--- src/design/i2cms_pkg.sv ---
`timescale 1ns / 1ps

package i2cms_pkg;

  // Request kinds carried in the mode field. Codes 5 to 7 mean nothing.
  localparam logic [2:0] MODE_LOAD   = 3'd0;
  localparam logic [2:0] MODE_START  = 3'd1;
  localparam logic [2:0] MODE_STATUS = 3'd2;
  localparam logic [2:0] MODE_TICK   = 3'd3;
  localparam logic [2:0] MODE_READ   = 3'd4;

  // Controller status codes.
  localparam logic [7:0] SC_START       = 8'h08;
  localparam logic [7:0] SC_REP_START   = 8'h10;
  localparam logic [7:0] SC_SLAW_ACK    = 8'h18;
  localparam logic [7:0] SC_SLAW_NACK   = 8'h20;
  localparam logic [7:0] SC_TX_ACK      = 8'h28;
  localparam logic [7:0] SC_TX_NACK     = 8'h30;
  localparam logic [7:0] SC_ARB_LOST    = 8'h38;
  localparam logic [7:0] SC_SLAR_ACK    = 8'h40;
  localparam logic [7:0] SC_SLAR_NACK   = 8'h48;
  localparam logic [7:0] SC_RX_ACK      = 8'h50;
  localparam logic [7:0] SC_RX_NACK     = 8'h58;

  localparam logic [23:0] TIMEOUT_RESET = 24'd65535;
  localparam logic [23:0] TICKS_MAX     = 24'hFFFFFF;

  typedef enum logic [3:0] {
    ST_IDLE      = 4'd0,
    ST_BUSY      = 4'd1,
    ST_OK        = 4'd2,
    ST_NO_DATA   = 4'd3,
    ST_NACK_DATA = 4'd4,
    ST_NACK_ADDR = 4'd5,
    ST_REP_START = 4'd6,
    ST_ARB_LOST  = 4'd7,
    ST_TIMEOUT   = 4'd8
  } xfer_state_t;

  typedef struct packed {
    logic [2:0] mode;
    logic [5:0] buf_index;
    logic [7:0] byte_value;
    logic [5:0] write_count;
    logic [6:0] read_count;
    logic [7:0] bus_status;
    logic [7:0] bus_data;
  } item_t;

  typedef struct packed {
    logic [3:0] seq_state;
    logic       send_valid;
    logic [7:0] send_byte;
    logic       request_start;
    logic       request_stop;
    logic       clear_start;
    logic       ack_update;
    logic       ack_next;
    logic       start_accepted;
    logic [7:0] read_byte;
  } result_t;

  typedef struct packed {
    logic tx_we;
    logic rx_we;
  } store_wr_t;

endpackage

--- src/design/i2cms_buf.sv ---
`timescale 1ns / 1ps

// Byte store with one write port and one registered read port. A write to
// the address being read in the same cycle is passed straight to the output.
module i2cms_buf #(
  parameter int DEPTH = 64,
  localparam int AW = $clog2(DEPTH)
) (
  input  logic          clk,
  input  logic          we,
  input  logic [AW-1:0] waddr,
  input  logic [7:0]    wdata,
  input  logic          re,
  input  logic [AW-1:0] raddr,
  output logic [7:0]    rdata
);

  logic [7:0] mem [DEPTH];

  always_ff @(posedge clk) begin
    if (we) begin
      mem[waddr] <= wdata;
    end
  end

  always_ff @(posedge clk) begin
    if (re) begin
      rdata <= (we && (waddr == raddr)) ? wdata : mem[raddr];
    end
  end

endmodule

--- src/design/i2cms_step.sv ---
`timescale 1ns / 1ps

// Works out the effect of one request on the sequencer state, and the
// result that goes with it.
module i2cms_step
  import i2cms_pkg::*;
#(
  parameter int BUFFER_DEPTH = 64,
  localparam int IW = $clog2(BUFFER_DEPTH),
  localparam int PW = $clog2(BUFFER_DEPTH + 1)
) (
  input  item_t          item,
  input  xfer_state_t    state,
  input  logic [PW-1:0]  send_pos,
  input  logic [PW-1:0]  recv_pos,
  input  logic [5:0]     write_cnt,
  input  logic [6:0]     read_cnt,
  input  logic [23:0]    idle_ticks,
  input  logic [23:0]    timeout_limit,
  input  logic [7:0]     tx_first,
  input  logic [7:0]     tx_rdata,
  input  logic [7:0]     rx_rdata,
  output xfer_state_t    state_next,
  output logic [PW-1:0]  send_pos_next,
  output logic [PW-1:0]  recv_pos_next,
  output logic [5:0]     write_cnt_next,
  output logic [6:0]     read_cnt_next,
  output logic [23:0]    idle_ticks_next,
  output logic [IW-1:0]  tx_raddr_next,
  output logic [IW-1:0]  tx_waddr,
  output logic [IW-1:0]  rx_waddr,
  output store_wr_t      wr,
  output result_t        res
);

  localparam int XW = ((PW > 7) ? PW : 7) + 1;
  localparam logic [XW-1:0] DEPTH_X = XW'(BUFFER_DEPTH);
  localparam logic [IW-1:0] LAST    = IW'(BUFFER_DEPTH - 1);

  function automatic logic [IW-1:0] clamp_pos(input logic [XW-1:0] p);
    return (p >= DEPTH_X) ? LAST : p[IW-1:0];
  endfunction

  function automatic logic [PW-1:0] advance(input logic [PW-1:0] p);
    return (XW'(p) < DEPTH_X) ? p + 1'b1 : p;
  endfunction

  logic            active;
  logic            timed_out;
  logic [PW-1:0]   recv_adv;

  assign active    = (state == ST_BUSY) || (state == ST_REP_START);
  assign timed_out = idle_ticks > timeout_limit;
  assign recv_adv  = advance(recv_pos);

  assign tx_waddr      = clamp_pos(XW'(item.buf_index));
  assign rx_waddr      = clamp_pos(XW'(recv_pos));
  assign tx_raddr_next = clamp_pos(XW'(send_pos_next));

  // Transfer state.
  always_comb begin
    state_next = state;
    unique case (item.mode)
      MODE_START: begin
        if ((state == ST_IDLE) || (state == ST_OK)) begin
          state_next = ST_BUSY;
        end
      end
      MODE_STATUS: begin
        unique case (item.bus_status)
          SC_START, SC_REP_START, SC_SLAW_NACK, SC_ARB_LOST,
          SC_SLAR_ACK, SC_RX_ACK: begin
            state_next = state;
          end
          SC_SLAW_ACK: begin
            if (write_cnt == 6'd1) begin
              state_next = ST_NO_DATA;
            end
          end
          SC_TX_ACK: begin
            if (XW'(send_pos) >= XW'(write_cnt)) begin
              state_next = (read_cnt != 7'd0) ? ST_REP_START : ST_OK;
            end
          end
          SC_TX_NACK:   state_next = ST_NACK_DATA;
          SC_SLAR_NACK: state_next = ST_NACK_ADDR;
          SC_RX_NACK:   state_next = ST_OK;
          default:      state_next = ST_ARB_LOST;
        endcase
      end
      MODE_TICK: begin
        if (active && timed_out) begin
          state_next = ST_TIMEOUT;
        end
      end
      default: begin
        state_next = state;
      end
    endcase
  end

  // Positions, counts, store writes and result flags.
  always_comb begin
    send_pos_next   = send_pos;
    recv_pos_next   = recv_pos;
    write_cnt_next  = write_cnt;
    read_cnt_next   = read_cnt;
    idle_ticks_next = idle_ticks;
    wr              = '0;
    res             = '0;
    unique case (item.mode)
      MODE_LOAD: begin
        wr.tx_we = 1'b1;
      end
      MODE_START: begin
        if ((state == ST_IDLE) || (state == ST_OK)) begin
          write_cnt_next     = item.write_count;
          read_cnt_next      = item.read_count;
          idle_ticks_next    = '0;
          res.request_start  = 1'b1;
          res.start_accepted = 1'b1;
        end
      end
      MODE_STATUS: begin
        idle_ticks_next = '0;
        unique case (item.bus_status)
          SC_START: begin
            send_pos_next   = advance('0);
            res.send_valid  = 1'b1;
            res.send_byte   = tx_first;
            res.clear_start = 1'b1;
          end
          SC_REP_START: begin
            recv_pos_next   = '0;
            send_pos_next   = advance(send_pos);
            res.send_valid  = 1'b1;
            res.send_byte   = tx_rdata;
            res.clear_start = 1'b1;
          end
          SC_SLAW_ACK: begin
            if (write_cnt == 6'd1) begin
              res.request_stop = 1'b1;
            end else begin
              send_pos_next  = advance(send_pos);
              res.send_valid = 1'b1;
              res.send_byte  = tx_rdata;
            end
          end
          SC_TX_ACK: begin
            if (XW'(send_pos) < XW'(write_cnt)) begin
              send_pos_next  = advance(send_pos);
              res.send_valid = 1'b1;
              res.send_byte  = tx_rdata;
            end else if (read_cnt != 7'd0) begin
              res.request_start = 1'b1;
            end else begin
              res.request_stop = 1'b1;
            end
          end
          SC_TX_NACK, SC_SLAR_NACK: begin
            res.request_stop = 1'b1;
          end
          SC_SLAR_ACK: begin
            res.ack_update = 1'b1;
            res.ack_next   = (XW'(recv_pos) + XW'(1)) < XW'(read_cnt);
          end
          SC_RX_ACK: begin
            wr.rx_we       = 1'b1;
            recv_pos_next  = recv_adv;
            res.ack_update = 1'b1;
            res.ack_next   = (XW'(recv_adv) + XW'(1)) < XW'(read_cnt);
          end
          SC_RX_NACK: begin
            wr.rx_we         = 1'b1;
            recv_pos_next    = recv_adv;
            res.request_stop = 1'b1;
          end
          default: begin
            res.send_valid = 1'b0;
          end
        endcase
        // Any event that ends a transfer in progress drops the start flag.
        if (active && (state_next != ST_BUSY) && (state_next != ST_REP_START)) begin
          res.clear_start = 1'b1;
        end
      end
      MODE_TICK: begin
        if (active) begin
          if (timed_out) begin
            res.clear_start = 1'b1;
          end else if (idle_ticks != TICKS_MAX) begin
            idle_ticks_next = idle_ticks + 24'd1;
          end
        end
      end
      MODE_READ: begin
        res.read_byte = rx_rdata;
      end
      default: begin
        res.read_byte = '0;
      end
    endcase
    res.seq_state = state_next;
  end

endmodule

--- src/design/i2c_master_transfer_sequencer.sv ---
`timescale 1ns / 1ps

// Channel   Direction  Handshake              Carries
// cfg       in         cfg_we                 timeout_limit (cfg_wdata)
// in        in         in_valid / in_ready    mode, buf_index, byte_value, write_count,
//                                             read_count, bus_status, bus_data
// out       out        out_valid / out_ready  seq_state, send/start/stop/ack flags,
//                                             read_byte
//
// Every request gives exactly one result. It passes through the request register,
// while the store reads are registered, and then through the result register.
// One request is taken each cycle unless out_ready holds the result register full.
// The request register is there because each byte store has a registered read
// port; it adds latency but costs nothing in rate.
// Reset (rst, synchronous) returns the sequencer to idle with both buffer
// positions and all counts at zero; the byte stores are not cleared.
// When out_ready is low the result register holds, the request register
// fills behind it, and in_ready drops until the result is taken.
module i2c_master_transfer_sequencer
  import i2cms_pkg::*;
#(
  parameter int BUFFER_DEPTH = 64
) (
  input  logic        clk,
  input  logic        rst,
  input  logic        cfg_we,
  input  logic [23:0] cfg_wdata,
  input  logic        in_valid,
  output logic        in_ready,
  input  logic [2:0]  mode,
  input  logic [5:0]  buf_index,
  input  logic [7:0]  byte_value,
  input  logic [5:0]  write_count,
  input  logic [6:0]  read_count,
  input  logic [7:0]  bus_status,
  input  logic [7:0]  bus_data,
  output logic        out_valid,
  input  logic        out_ready,
  output logic [3:0]  seq_state,
  output logic        send_valid,
  output logic [7:0]  send_byte,
  output logic        request_start,
  output logic        request_stop,
  output logic        clear_start,
  output logic        ack_update,
  output logic        ack_next,
  output logic        start_accepted,
  output logic [7:0]  read_byte
);

  localparam int IW = $clog2(BUFFER_DEPTH);
  localparam int PW = $clog2(BUFFER_DEPTH + 1);

  // Request register.
  logic          p_valid;
  item_t         p_item;
  logic          accept;
  logic          adv;

  // Sequencer state.
  xfer_state_t   transfer_state;
  logic [PW-1:0] send_position;
  logic [PW-1:0] receive_position;
  logic [5:0]    bytes_to_write;
  logic [6:0]    bytes_to_read;
  logic [23:0]   idle_ticks;
  logic [23:0]   timeout_limit;
  logic [7:0]    tx_first;
  logic [IW-1:0] tx_raddr;

  // Next values from the step logic.
  xfer_state_t   transfer_state_next;
  logic [PW-1:0] send_position_next;
  logic [PW-1:0] receive_position_next;
  logic [5:0]    bytes_to_write_next;
  logic [6:0]    bytes_to_read_next;
  logic [23:0]   idle_ticks_next;
  logic [IW-1:0] tx_raddr_next;
  logic [IW-1:0] tx_waddr;
  logic [IW-1:0] rx_waddr;
  store_wr_t     wr;
  result_t       step_res;

  // Store ports.
  logic [IW-1:0] tx_rd_addr;
  logic [IW-1:0] rx_rd_addr;
  logic [7:0]    tx_rdata;
  logic [7:0]    rx_rdata;

  result_t       out_res;

  // The request register moves on whenever the result register is free or
  // is being emptied in the same cycle.
  assign adv      = p_valid && (!out_valid || out_ready);
  assign in_ready = !p_valid || adv;
  assign accept   = in_valid && in_ready;

  always_ff @(posedge clk) begin
    if (rst) begin
      p_valid <= 1'b0;
    end else if (accept) begin
      p_valid <= 1'b1;
    end else if (adv) begin
      p_valid <= 1'b0;
    end
  end

  always_ff @(posedge clk) begin
    if (accept) begin
      p_item.mode        <= mode;
      p_item.buf_index   <= buf_index;
      p_item.byte_value  <= byte_value;
      p_item.write_count <= write_count;
      p_item.read_count  <= read_count;
      p_item.bus_status  <= bus_status;
      p_item.bus_data    <= bus_data;
    end
  end

  always_ff @(posedge clk) begin
    if (rst) begin
      timeout_limit <= TIMEOUT_RESET;
    end else if (cfg_we) begin
      timeout_limit <= cfg_wdata;
    end
  end

  // The transmit store is read every cycle at the send position that will
  // hold after this edge, so its read data always matches the state.
  assign tx_rd_addr = adv ? tx_raddr_next : tx_raddr;

  // The receive store is read for the request as it enters the register.
  assign rx_rd_addr = (int'(buf_index) >= BUFFER_DEPTH) ? IW'(BUFFER_DEPTH - 1)
                                                         : IW'(buf_index);

  i2cms_buf #(
    .DEPTH (BUFFER_DEPTH)
  ) u_tx_buf (
    .clk   (clk),
    .we    (adv && wr.tx_we),
    .waddr (tx_waddr),
    .wdata (p_item.byte_value),
    .re    (1'b1),
    .raddr (tx_rd_addr),
    .rdata (tx_rdata)
  );

  i2cms_buf #(
    .DEPTH (BUFFER_DEPTH)
  ) u_rx_buf (
    .clk   (clk),
    .we    (adv && wr.rx_we),
    .waddr (rx_waddr),
    .wdata (p_item.bus_data),
    .re    (accept),
    .raddr (rx_rd_addr),
    .rdata (rx_rdata)
  );

  // The start event always sends the address byte, so a copy of entry zero
  // is kept beside the store.
  always_ff @(posedge clk) begin
    if (adv && wr.tx_we && (tx_waddr == '0)) begin
      tx_first <= p_item.byte_value;
    end
  end

  i2cms_step #(
    .BUFFER_DEPTH (BUFFER_DEPTH)
  ) u_step (
    .item            (p_item),
    .state           (transfer_state),
    .send_pos        (send_position),
    .recv_pos        (receive_position),
    .write_cnt       (bytes_to_write),
    .read_cnt        (bytes_to_read),
    .idle_ticks      (idle_ticks),
    .timeout_limit   (timeout_limit),
    .tx_first        (tx_first),
    .tx_rdata        (tx_rdata),
    .rx_rdata        (rx_rdata),
    .state_next      (transfer_state_next),
    .send_pos_next   (send_position_next),
    .recv_pos_next   (receive_position_next),
    .write_cnt_next  (bytes_to_write_next),
    .read_cnt_next   (bytes_to_read_next),
    .idle_ticks_next (idle_ticks_next),
    .tx_raddr_next   (tx_raddr_next),
    .tx_waddr        (tx_waddr),
    .rx_waddr        (rx_waddr),
    .wr              (wr),
    .res             (step_res)
  );

  always_ff @(posedge clk) begin
    if (rst) begin
      transfer_state   <= ST_IDLE;
      send_position    <= '0;
      receive_position <= '0;
      bytes_to_write   <= '0;
      bytes_to_read    <= '0;
      idle_ticks       <= '0;
      tx_raddr         <= '0;
    end else if (adv) begin
      transfer_state   <= transfer_state_next;
      send_position    <= send_position_next;
      receive_position <= receive_position_next;
      bytes_to_write   <= bytes_to_write_next;
      bytes_to_read    <= bytes_to_read_next;
      idle_ticks       <= idle_ticks_next;
      tx_raddr         <= tx_raddr_next;
    end
  end

  // Result register.
  always_ff @(posedge clk) begin
    if (rst) begin
      out_valid <= 1'b0;
    end else if (adv) begin
      out_valid <= 1'b1;
    end else if (out_ready) begin
      out_valid <= 1'b0;
    end
  end

  always_ff @(posedge clk) begin
    if (adv) begin
      out_res <= step_res;
    end
  end

  assign seq_state      = out_res.seq_state;
  assign send_valid     = out_res.send_valid;
  assign send_byte      = out_res.send_byte;
  assign request_start  = out_res.request_start;
  assign request_stop   = out_res.request_stop;
  assign clear_start    = out_res.clear_start;
  assign ack_update     = out_res.ack_update;
  assign ack_next       = out_res.ack_next;
  assign start_accepted = out_res.start_accepted;
  assign read_byte      = out_res.read_byte;

  // Buffer positions saturate at the depth and never run past it.
  a_pos_range: assert property (@(posedge clk) disable iff (rst)
    (int'(send_position) <= BUFFER_DEPTH) && (int'(receive_position) <= BUFFER_DEPTH))
    else $error("buffer position beyond depth");

  // A start is only taken from idle or from a finished transfer.
  a_start_from_rest: assert property (@(posedge clk) disable iff (rst)
    (adv && step_res.start_accepted) |->
      ((transfer_state == ST_IDLE) || (transfer_state == ST_OK)))
    else $error("start accepted during a transfer");

  // A stalled request keeps its place and its contents.
  a_req_hold: assert property (@(posedge clk) disable iff (rst)
    (p_valid && !adv) |=> (p_valid && $stable(p_item)))
    else $error("stalled request lost or changed");

  // The sequencer state moves only when a request is processed.
  a_state_hold: assert property (@(posedge clk) disable iff (rst)
    !adv |=> ($stable(transfer_state) && $stable(send_position) && $stable(idle_ticks)))
    else $error("state changed without a request");

  // Any status event restarts the timeout count.
  a_status_clears_ticks: assert property (@(posedge clk) disable iff (rst)
    (adv && (p_item.mode == MODE_STATUS)) |=> (idle_ticks == '0))
    else $error("tick count not cleared by status event");

endmodule
--- config.mk ---
export PLATFORM = sky130hd
export DESIGN_NAME = i2c_master_transfer_sequencer
export DESIGN_NICKNAME = d
export VERILOG_FILES = /design/src/design/i2cms_pkg.sv /design/src/design/i2cms_buf.sv /design/src/design/i2cms_step.sv /design/src/design/i2c_master_transfer_sequencer.sv
export SDC_FILE = /design/constraint.sdc
export NUM_CORES = 1
export LEC_CHECK = 0
export BUFFER_PORTS_ARGS = -buffer_cell sky130_fd_sc_hd__buf_2
export CAP_MARGIN = 10
export CORE_MARGIN = 5
export CORE_UTILIZATION = 57
export CTS_CLUSTER_DIAMETER = 30
export CTS_CLUSTER_SIZE = 30
export DETAILED_ROUTE_END_ITERATION = 10
export HOLD_SLACK_MARGIN = 0.15
export PLACE_DENSITY = 0.76
export SLEW_MARGIN = 20
export SYNTH_ARGS = -nofsm -noshare
export SYNTH_HDL_FRONTEND = slang
export SYNTH_HIERARCHICAL = 1
export SYNTH_SLANG_ARGS = --single-unit
--- constraint.sdc ---
create_clock -name clk -period 4.6 [get_ports clk]
set_input_delay 0.23 -clock clk [delete_from_list [all_inputs] [get_ports clk]]
set_output_delay 0.23 -clock clk [all_outputs]
set_load 0.01 [all_outputs]
==> impl_metrics.ini, run 1 <==
[run_status]
status = finished, violations left
violations = negative setup slack

[layout]
antenna_cells = 0
final_core_util = 0.706
nFillCells = 5168
stdcell_area_um2 = 62500
drive_gt1_frac = 0.218
syn_to_final_growth_pct = 22.7
multi_input_area_um2 = 14900
seq_area_um2 = 35400
nets = 3835
fin_cells = 5056

[synthesis]
syn_avg_cell_area_um2 = 15.5
synth-seq-area-share = 0.695
yosys_register_bits = 1208
yosysUniqueCellTypes = 85
syn_inst = 3295
ys_async_sr_fraction = 0
yosys_warnings = 6
synth-edff-count = 1121
synth_area_um2 = 51000
synth_flop_cell = edfxtp_1

[placement]
placedCellCount = 4539
place_ws_ns = -0.229
place_area_um2 = 53300
numPortBuffers = 103
gp_congestion = 0.905
hpwl_um = 77000

[timing]
max_freq_ghz = 0.211
setup_tns_ns = -0.535
relSlewSlack = 0.238
fin_skew_ns = 0.0461
rsz0062_at_grt = true
timing.final.ws_setup_ns = -0.130
holdWs_ns = 0.174
slew_violations = 0
fin_crit_sh = 1.03
final_hold_viol_count = 0
worst_pin_slew_ns = 1.14
setup_violations = 6
fin_crit_ns = 4.73

[floorplan]
dieArea_um2 = 95500
core-area_um2 = 88500
die_height_um = 309
fp.dieW_um = 309
row_count = 109
start_util = 0.576
top_level_ports = 104

[clock_tree]
clock_latency_ns = 0.78
cts.path.max_buffers = 3
cts_max_level = 4
root_buffer = clkbuf_16
cts_buffers = 202
clk_pin_slew_ns = 0.05
cts_tree = built
clock-sinks = 1208

[setup_path]
critPathCapture = u_tx_buf/rdata[3]
cp-end-kind = flop
rr_endpoint = u_tx_buf/rdata[3]
reg2reg_from = p_item[15]
worstSetupStartpointType = flop
critPathKind = flop to flop
required_ns = 5.12
crit_fanout = 6
arrival_ns = 5.25
r2r_slack_ns = -0.13
ff2ff_path_depth = 17
worstSetupStartpoint = p_item[15]

[detailed_routing]
detail-route-antenna-nets = 0
drtPass1Iterations = 6
wl_um = 132000
num_vias = 32200
wl_per_cell_um = 26.2
drc_errors = 0
viasPerCell = 6.38
detail_route.iter0.violations = 4211

[global_routing]
grt_max_degree = 149
grt_usage = 0.268
grt_pass1_wl_um = 196000
antenna_found_initial = 1
overflow = 0
grt_pass1_vias = 32400

[power]
p_leak_nw = 21.3
power_density_nw_per_um2 = 458
pwr-share-clk = 0.544
internal_power_mw = 22.4
switching_share = 0.216
peakVddDrop_mv = 0.430
seqPwrFrac = 0.424
finalPower_mw = 28.6
power_frac_comb = 0.032
p_switching_mw = 6.19

[job]
cap_violations = 0

[min_path]
hp-class = input port to flop
## how the worst min path moves through the flow
stage	from	to	slack (ns)	cells past startpoint
after floorplan	bus_data[0]	p_item[0]	0.33	0
after detailed placement	bus_data[0]	p_item[0]	0.41	1
after global placement	bus_data[7]	p_item[7]	0.41	1
after CTS	bus_data[3]	p_item[3]	0.15	2
final	bus_data[7]	p_item[7]	0.17	2
after global routing	bus_data[4]	p_item[4]	0.16	2
## layout by cell type, fill, tap and decap left out, types with 29 or more instances in the layout
| cell | netlist | final |
|---|---|---|
| nand2b_1 | 143 | 139 |
| nor2b_1 | 50 | 46 |
| edfxtp_1 | 1121 | 1121 |
| mux4_2 | 50 | 51 |
| inv_1 | 60 | 60 |
| mux2i_1 | 445 | 432 |
| o21ai_0 | 62 | 58 |
| nand3_1 | 71 | 69 |
| a221oi_1 | 31 | 29 |
| a22oi_1 | 133 | 127 |
| nor2_1 | 184 | 183 |
| buf_4 | 41 | 164 |
| dfxtp_1 | 87 | 87 |
| nand2_1 | 103 | 102 |
| buf_2 | 49 | 101 |
| ha_1 | 48 | 48 |
| a21oi_1 | 100 | 78 |
| clkbuf_16 | 0 | 205 |
| bufinv_16 | 0 | 31 |
| dlygate4sd3_1 | 0 | 91 |
## Yosys cell counts (11+ instances only)
cell | n | area, um2
o211ai_1 | 16 | 120
a211o_1 | 18 | 158
nor2b_1 | 50 | 313
nand3_1 | 71 | 355
mux2i_1 | 445 | 4450
mux4_2 | 50 | 1130
buf_6 | 12 | 135
xnor2_1 | 18 | 158
nand2b_1 | 143 | 895
and2_1 | 22 | 138
a221oi_1 | 31 | 272
nor4b_1 | 14 | 123
a2111oi_0 | 20 | 175
inv_1 | 60 | 225
buf_2 | 49 | 245
and3_1 | 12 | 75.1
nor3_1 | 20 | 100
a21oi_1 | 100 | 500
nand2_1 | 103 | 387
or2_2 | 11 | 68.8
or4_1 | 15 | 113
mux2_2 | 27 | 304
ha_1 | 48 | 601
buf_4 | 41 | 308
a211oi_1 | 18 | 135
a22oi_1 | 133 | 998
o22ai_1 | 17 | 106
edfxtp_1 | 1121 | 33700
nor2_1 | 184 | 691
a31oi_1 | 15 | 93.8
o21ai_0 | 62 | 310
clkbuf_1 | 84 | 315
dfxtp_1 | 87 | 1740
nand4_1 | 19 | 119
nor4_1 | 11 | 68.8
a221o_1 | 14 | 140
## layer usage
layer	wire length (um)	global-route usage	vias up
met4	4510	0.0931	0
met5	0	0	-
met1	49800	0.361	16000
met2	64100	0.440	2084
li1	-	-	13700
met3	13800	0.0593	362
## cell families after synthesis
group / after synthesis / share of synthesized area
AO/OA/AOI/OAI: 504 / 0.0689
XOR/XNOR: 26 / 0.00447
adder cells (fa/ha/maj): 48 / 0.0118
buffers and inverters: 255 / 0.0248
flip-flops: 1208 / 0.695
multiplexers: 533 / 0.120
other: 1 / 0.0000736
AND/OR/NAND/NOR: 720 / 0.0751
## sequential cells by signal (all words and copies together) (netlist names), 4 cells and up
register          count
send_byte             8
seq_state             4
idle_ticks           24
timeout_limit        24
transfer_state        4
bytes_to_read         7
bytes_to_write        6
u_tx_buf/mem        512
tx_raddr              6
tx_first              8
read_byte             8
u_tx_buf/rdata        8
u_rx_buf/rdata        8
receive_position      7
p_item               46
send_position         7
u_rx_buf/mem        512
## cell type report
type,instances,share of cell area
tap,1165,0.0233
timing repair buffer,396,0.0536
sequential,1208,0.566
inverter,63,0.00378
clock buffer,224,0.0833
multi-input combinational,1841,0.238
clock inverter,159,0.0319
## power groups by stage
stage	clock network [mW]	logic [mW]	registers (mW)
after floorplan	0	0.452	12.4
after global placement	0	0.775	12.4
after detailed placement	0	0.803	12.4
after CTS	15.6	0.881	12.2
after global routing	16.3	0.961	12.1
final	15.6	0.910	12.2
## worst max-delay path: stages (launching register included)
cell and delay [ns]:
edfxtp_1 0.40, or4_4 0.57, or4_4 0.50, or3_4 0.37, a21oi_4 0.16, buf_6 0.13
nand2_4 0.06, o22ai_4 0.17, or2_4 0.25, buf_12 0.12, mux2_4 0.21, buf_12 0.13
mux2_2 0.36, o22ai_1 0.23, a2111oi_1 0.12, a21oi_2 0.25, nand3_1 0.14, a221o_1 0.33
## what timing repair did
action	4_1_cts	5_1_grt
setup buffers	17	23
hold buffers	90	1
resized for setup	40	105
hold endpoints to repair	97	10
gates cloned	4	3
pin swaps	4	24
endpoints found under the setup margin	8	8
Power figures use the tool's default switching activity.
==> inputs of run 2 (changes only) <==
Settings changed: RECOVER_POWER from default to 25.
==> run 2 against run 1 <==
Compared with the run above: the flow finishes with violations (max-capacitance violations, max-slew violations, negative setup slack); fmax fell by 1.0%; worst setup slack got worse by 0.050 ns; first-iteration DRC count rose by 6.0%; register-to-register slack got worse by 0.05 ns; clock-buffer cell count did not move; non-clock buffer count did not move; worst hold slack improved by 0.0031 ns; sequential share of layout area rose by 0.083 points; sequential power barely moved; clock skew fell by 0.0026 ns; cell count did not move; clock power barely moved; largest power group unchanged.
==> impl_metrics.ini, run 2 (synthesized netlist as in run 1, its figures left out) <==
[detailed_routing]
detail_route.iter0.violations = 4462
viasPerCell = 6.37
num_vias = 32200
wl_per_cell_um = 26.2
drc_errors = 0
detail-route-antenna-nets = 0
drtPass1Iterations = 6
wl_um = 132000

[clock_tree]
cts_tree = built
clock_latency_ns = 0.78
clock-sinks = 1208
clk_pin_slew_ns = 0.05
cts.path.max_buffers = 3
cts_max_level = 4
cts_buffers = 202
root_buffer = clkbuf_16

[min_path]
hp-class = input port to flop

[setup_path]
crit_fanout = 7
worstSetupStartpointType = flop
critPathKind = flop to flop
arrival_ns = 5.30
critPathCapture = u_tx_buf/rdata[3]
cp-end-kind = flop
reg2reg_from = p_item[15]
r2r_slack_ns = -0.18
ff2ff_path_depth = 16
rr_endpoint = u_tx_buf/rdata[3]
required_ns = 5.12
worstSetupStartpoint = p_item[15]

[timing]
slew_violations = 898
fin_crit_sh = 1.04
fin_crit_ns = 4.78
setup_violations = 6
max_freq_ghz = 0.209
final_hold_viol_count = 0
relSlewSlack = -1.28
timing.final.ws_setup_ns = -0.180
holdWs_ns = 0.177
setup_tns_ns = -0.595
worst_pin_slew_ns = 3.42
rsz0062_at_grt = true
fin_skew_ns = 0.0435

[power]
seqPwrFrac = 0.424
pwr-share-clk = 0.544
internal_power_mw = 22.5
power_frac_comb = 0.032
power_density_nw_per_um2 = 459
p_switching_mw = 6.20
p_leak_nw = 21.2
switching_share = 0.216
peakVddDrop_mv = 0.431

[floorplan]
core-area_um2 = 88500
top_level_ports = 104
fp.dieW_um = 309
row_count = 109
die_height_um = 309
start_util = 0.576
dieArea_um2 = 95500

[job]
cap_violations = 14

[layout]
fin_cells = 5056
multi_input_area_um2 = 14900
drive_gt1_frac = 0.211
top_regs = u_rx_buf/mem (512), u_tx_buf/mem (512), p_item (46)
antenna_cells = 0
syn_to_final_growth_pct = 22.5
stdcell_area_um2 = 62400
nFillCells = 5199
final_cell_mix = edfxtp_1 (1121), mux2i_1 (432), clkbuf_16 (205)
nets = 3835
layout_commonest_cell = edfxtp_1
seq_area_um2 = 35400

[placement]
place_ws_ns = -0.229
placedCellCount = 4539
place_area_um2 = 53300
hpwl_um = 77000
numPortBuffers = 103
gp_congestion = 0.905

[run_status]
status = finished, violations left
violations = max-capacitance violations, max-slew violations, negative setup slack

[global_routing]
grt_usage = 0.268
overflow = 0
grt_max_degree = 149
antenna_found_initial = 1
grt_pass1_vias = 32400
grt_pass1_wl_um = 196000
run 2: worst min path at each step:
stage,cells past startpoint,end,start,slack [ns]
floorplan,0,p_item[0],bus_data[0],0.33
global placement,1,p_item[7],bus_data[7],0.41
detailed placement,1,p_item[0],bus_data[0],0.41
CTS,2,p_item[3],bus_data[3],0.15
global route,2,p_item[4],bus_data[4],0.16
finish,2,p_item[7],bus_data[7],0.18
run 2: through the flow:
| stage | util | power (mW) |
|---|---|---|
| after CTS | 0.699 | 28.7 |
| final | 0.705 | 28.7 |
| after detailed placement | 0.603 | 13.2 |
| after global placement | 0.603 | 13.1 |
| after floorplan | - | 12.9 |
| after global routing | 0.705 | 29.4 |
run 2: per-layer routing:
layer  global-route usage  part of all wire  vias up
met5                    0                 0        -
met1                0.361              0.38    16000
met3               0.0593              0.10      355
met2                0.440              0.48     2078
met4               0.0931             0.035        0
li1                     -                 -    13800
run 2: critical path, cell delays in order, from the launching register on:
cell and delay [ns]:
edfxtp_1 0.40, or4_4 0.57, or4_4 0.50, or3_4 0.37
a211oi_2 0.27, or2_2 0.17, a21o_1 0.16, or2_1 0.15
mux2_4 0.24, buf_12 0.15, buf_4 0.14, nand2_1 0.23
o22ai_1 0.31, a2111oi_1 0.12, a21oi_2 0.28, nand3_1 0.16
a221o_1 0.33
run 2: what timing repair did:
item,in CTS,in global routing
endpoints found under the setup margin,8,8
pin swaps,4,24
setup buffers,17,23
gates cloned,4,3
hold endpoints to repair,97,10
hold buffers,90,1
resized for setup,40,105
run 2: cell type report:
| class | instances | area share |
|---|---|---|
| flip-flops and latches | 1208 | 0.567 |
| multi-input cells | 1841 | 0.238 |
| clock buffers | 224 | 0.0834 |
| clock inverters | 159 | 0.0320 |
| inverters | 63 | 0.00379 |
| repair buffers | 396 | 0.0522 |
| well taps | 1165 | 0.0233 |
run 2: power groups by stage:
stage                     clock network [mW]  registers [mW]  logic [mW]
after floorplan                            0            12.4       0.452
after global placement                     0            12.4       0.775
after detailed placement                   0            12.4       0.803
after CTS                               15.6            12.2       0.881
after global routing                    16.3            12.2       0.964
final                                   15.6            12.2       0.912
